==> config.mk <==
export PLATFORM = sky130hd
export DESIGN_NAME = fgc_div
export DESIGN_NICKNAME = d
export VERILOG_FILES = /design/src/hw/rtl/fgc_pkg.sv /design/src/hw/rtl/fgc_div.sv
export SDC_FILE = /design/constraint.sdc
export NUM_CORES = 1
export LEC_CHECK = 0
export BUFFER_PORTS_ARGS = -buffer_cell sky130_fd_sc_hd__buf_4
export CAP_MARGIN = 0
export CORE_MARGIN = 4
export CORE_UTILIZATION = 30
export CTS_BUF_LIST = sky130_fd_sc_hd__clkbuf_8
export DETAILED_ROUTE_END_ITERATION = 6
export PLACE_DENSITY = 0.59
export SYNTH_ARGS = -nofsm -noshare
export SYNTH_HDL_FRONTEND = slang
export SYNTH_SLANG_ARGS = --single-unit
export TNS_END_PERCENT = 100
==> constraint.sdc <==
create_clock -name clock -period 3 [get_ports clock]
set_clock_uncertainty 0.05 [all_clocks]
set_input_delay 0.15 -clock clock [delete_from_list [all_inputs] [get_ports clock]]
set_output_delay 0.15 -clock clock [all_outputs]
set_load 0.05 [all_outputs]
==> src/hw/rtl/fgc_pkg.sv <==
// shared constants, types and tables for the filament concentration block
// no dependencies
package fgc_pkg;

   localparam int MAX_FIL   = 256;
   localparam int IDX_W     = $clog2(MAX_FIL);
   localparam int KIND_W    = 4;
   localparam int SLOT_W    = 8;
   localparam int DIV_NUM_W = 128;
   localparam int DIV_DEN_W = 64;
   localparam int DIV_CNT_W = $clog2(DIV_NUM_W);

   localparam logic OP_WRITE = 1'b0;
   localparam logic OP_QUERY = 1'b1;

   localparam logic [31:0] CUT_RESET  = 32'd65536;
   localparam logic [32:0] ONE_Q32    = 33'h1_0000_0000;
   localparam logic [32:0] LOG2E_Q    = 33'd6196328019;
   localparam logic [32:0] LN2_Q      = 33'd2977044472;
   localparam logic [32:0] INV_NORM_Q = 33'd272703090;
   localparam logic [32:0] RECIP3     = 33'h0_AAAA_AAAB;
   localparam logic [63:0] T_LIMIT    = 64'd1507328;

   typedef struct packed {
      logic [31:0]       x;
      logic [31:0]       y;
      logic [31:0]       z;
      logic [31:0]       width;
      logic [31:0]       amount;
      logic [KIND_W-1:0] kind;
   } fil_entry_type;

   // 2^(-j/8) in q1.32
   function automatic logic [32:0] pow2_tab(input logic [2:0] j);
      logic [32:0] v;
      case (j)
         3'd0: v = 33'd4294967296;
         3'd1: v = 33'd3938502376;
         3'd2: v = 33'd3611622603;
         3'd3: v = 33'd3311872529;
         3'd4: v = 33'd3037000500;
         3'd5: v = 33'd2784941738;
         3'd6: v = 33'd2553802834;
         default: v = 33'd2341847524;
      endcase
      return v;
   endfunction

endpackage

==> src/hw/rtl/fgc_div.sv <==
// restoring divider, one quotient bit per cycle, wide dividend
// depends on fgc_pkg
module fgc_div import fgc_pkg::*; (
   input  logic                 clock,
   input  logic                 reset,
   input  logic                 div_start,
   input  logic [DIV_NUM_W-1:0] div_num,
   input  logic [DIV_DEN_W-1:0] div_den,
   output logic                 div_done,
   output logic [DIV_NUM_W-1:0] div_quo
);

   logic                 run_ff;
   logic                 done_ff;
   logic [DIV_CNT_W-1:0] cnt_ff;
   logic [DIV_NUM_W-1:0] n_ff;
   logic [DIV_DEN_W-1:0] rem_ff;
   logic [DIV_DEN_W-1:0] den_ff;

   logic [DIV_DEN_W-1:0] rem_sh;
   logic                 take;
   logic [DIV_DEN_W-1:0] rem_in;
   logic [DIV_NUM_W-1:0] n_in;

   always_comb begin
      rem_sh = {rem_ff[DIV_DEN_W-2:0], n_ff[DIV_NUM_W-1]};
      // a bit shifted out of the remainder means it already exceeds den
      take   = rem_ff[DIV_DEN_W-1] || (rem_sh >= den_ff);
      rem_in = take ? (rem_sh - den_ff) : rem_sh;
      n_in   = {n_ff[DIV_NUM_W-2:0], take};
   end

   always_ff @(posedge clock) begin
      if (reset) begin
         run_ff  <= 1'b0;
         done_ff <= 1'b0;
         cnt_ff  <= '0;
      end else begin
         done_ff <= 1'b0;
         if (div_start) begin
            run_ff <= 1'b1;
            cnt_ff <= '0;
         end else if (run_ff) begin
            cnt_ff <= cnt_ff + 1'b1;
            if (cnt_ff == DIV_CNT_W'(DIV_NUM_W - 1)) begin
               run_ff  <= 1'b0;
               done_ff <= 1'b1;
            end
         end
      end
   end

   always_ff @(posedge clock) begin
      if (div_start) begin
         n_ff   <= div_num;
         rem_ff <= '0;
         den_ff <= div_den;
      end else if (run_ff) begin
         n_ff   <= n_in;
         rem_ff <= rem_in;
      end
   end

   assign div_done = done_ff;
   assign div_quo  = n_ff;

endmodule

==> flow_metrics.tcl <==
set metrics [dict create \
    status "finished, violations left" \
    violations "negative setup slack" \
    portBuffers 323 \
    clock_latency_ns 0.64 \
    dieArea_um2 53390 \
    die_w_um 231.1 \
    antenna_left 0 \
    syn_avg_cell_area_um2 10.56 \
    critical_path_required_ns 3.46 \
    antenna_found_initial 5 \
    max-slew-margin-rel_pct 39.15 \
    chipHeight_um 231.1 \
    wl_per_cell_um 18.34 \
    grt_first_pass_wirelength_mm 77.48 \
    hold_start "reset" \
    htree_levels 2 \
    arrival_ns 3.55 \
    fin_setup_tns_ns -1.193 \
    cp-start-kind "flip-flop" \
    ios 324 \
    critPathMaxFanout 7 \
    synth_area_um2 14930 \
    syn-num-nets 1675 \
    holdWs_ns 0.1531 \
    cts_buffers 51 \
    drt-total-wl_mm 51.07 \
    nets 2338 \
    placementRows 81 \
    ys.warnings.count 0 \
    num-fill-cells 4562 \
    layout_commonest_cell "buf_4" \
    worstSetupPathType "reg2reg" \
    post_route_cells_drive_above_1_share_pct 37.65 \
    coreArea_um2 49050 \
    synth_edf_count 192 \
    irDropWorstVdd_mv 0.4284 \
    dr_total_vias 13570 \
    p_total_mw 11.97 \
    grt_max_degree 136 \
    r2r_start "div_quo[127]" \
    max_freq_mhz 323.9 \
    remaining_drc_errors 0 \
    clock-root-buffer "clkbuf_8" \
    fin_util_pct 46.30 \
    drt_iter0_drc 706 \
    drv_cap 0 \
    setup_viol 39 \
    clock_path_buffers 3 \
    cts_tree "yes" \
    firstDrtPassIters 5 \
    cts_sinks 265 \
    post-place-cells 2471 \
    design_area_um2 22710 \
    track_usage_pct 18.09 \
    slew_viol_final 0 \
    fin_cells 2785 \
    dp_hpwl_mm 35.84 \
    hold_viol_final 0 \
    powerDensity_nw_per_um2 527.2 \
    period_share_pct 102.9 \
    place_congestion 0.9056 \
    clk_pin_slew_ns 0.07 \
    max_slew.worst_pin.slew_ns 0.9032 \
    place_area_um2 19000 \
    worst_slack_ns -0.08771 \
    grt_pass1_vias 14070 \
    period_minus_slack_ns 3.088 \
    hold_class "in2reg" \
    final_cell_mix "buf_4 (463), dlygate4sd3_1 (194), edfxtp_1 (192), nand2_1 (140), mux2_2 (129)" \
    ys_seq_area_share_pct 48.41 \
    ys_ff_latch 265 \
    worst_setup_path_end_kind "flip-flop" \
    post-place-ws_ns -0.2501 \
    startpoint "div_quo[127]" \
    area_growth_pct 52.13 \
    async_flop_share_pct 0 \
    synth_cell_types 84 \
    rsz0062_at_grt "yes" \
    syn_inst 1414 \
    synth-main-ff-cell "edfxtp_1" \
    via_per_inst 4.871 \
    p_leak_nw 9.526 \
    grt_overflow 0 \
    initial_core_util_pct 30.43 \
]
[power by group]
group	switching, mW	internal [mW]	total (mW)
combinational	2.22	1.73	3.94
clock	1.67	1.78	3.45
sequential	0.244	4.33	4.58
[cells in the mapped netlist, types with 5 or more instances]
master    count  share of area, %
mux2_2      129               9.7
a21o_1       38               1.9
dfxtp_1      73               9.8
nand2_1     151               3.8
clkbuf_1     41               1.0
nor2b_1      12              0.50
o21ai_0      48               1.6
a21oi_1      97               3.3
nand4_1      27               1.1
nand3_1      16              0.54
or3_1        12              0.50
a211oi_1     13              0.65
inv_1        91               2.3
nor3_1       18              0.60
a311oi_1     41               2.4
nor2_1      111               2.8
o21a_1        9              0.45
o21bai_1     24               1.2
xor2_1       17               1.0
ha_1         65               5.4
nand2b_1      9              0.38
buf_6         8              0.60
o21ai_1       5              0.17
xnor2_1      30               1.8
buf_2        15              0.50
a31oi_1      13              0.54
edfxtp_1    192                39
buf_1         6              0.15
[layer usage]
metal  wire length, um  up-vias  global-route usage, %
li1                  -     6526                      -
met1             20830     6493                  21.82
met2             25210      453                  31.45
met3              3411       89                  4.634
met4              1598        4                  6.183
met5                22        -                      0
[path summary, 6_finish.rpt]
path | slack, ns | end | depth (start not counted)
max | -0.09 | rem_ff[52] | 15
min | 0.15 | run_ff | 3
max reg2reg | -0.09 | rem_ff[52] | 15
min reg2reg | 0.44 | rem_ff[63] | 2
[sequential cells by signal, summed over array words and instances (netlist names)]
| register | flops |
|---|---|
| div_quo | 128 |
| cnt_ff | 7 |
| run_ff | 1 |
| div_done | 1 |
| den_ff | 64 |
| rem_ff | 64 |
[logic make-up (layout without fill, tap and decap cells)]
| logic type | after synthesis | in the layout | synth area share, % |
|---|---|---|---|
| multiplexers | 132 | 132 | 9.940 |
| AND/OR/NAND/NOR | 389 | 389 | 12.01 |
| buffers and inverters | 168 | 871 | 5.096 |
| adder cells (fa/ha/maj) | 66 | 66 | 5.582 |
| other | 0 | 4 | 0 |
| AO/OA/AOI/OAI | 347 | 347 | 16.20 |
| flip-flops | 265 | 265 | 48.41 |
| XOR/XNOR | 47 | 47 | 2.757 |
[critical path, stage by stage, from the launching register on]
cell and delay, ns:
edfxtp_1 0.41, inv_2 0.09, ha_4 0.13, fa_2 0.21, nor2b_2 0.05, o31a_1 0.32
o21ai_2 0.18, o21ai_2 0.09, a31oi_4 0.22, a221oi_4 0.10, buf_4 0.15, nor2_4 0.29
buf_6 0.20, and2_1 0.15, a31oi_1 0.04, a211oi_1 0.26
[cell type report]
cell class / count / area, um2 / area share (%)
Inverter: 91 / 341.6 / 1.504
Timing Repair Buffer: 687 / 5897 / 25.97
Antenna cell: 4 / 10.01 / 0.04407
Clock inverter: 38 / 197.7 / 0.8705
Clock buffer: 55 / 757.0 / 3.333
Sequential cell: 265 / 7231 / 31.84
Multi-Input combinational cell: 981 / 7446 / 32.79
Tap cell: 664 / 830.8 / 3.658
[repair_timing]
action	in CTS	in global routing
gates cloned	1	3
resized for setup	43	85
hold buffers	194	0
pin swaps	23	35
endpoints found under the hold margin	203	0
buffers inserted	11	10
endpoints found under the setup margin	65	65
Note: power is estimated with default switching activity, not from simulation.
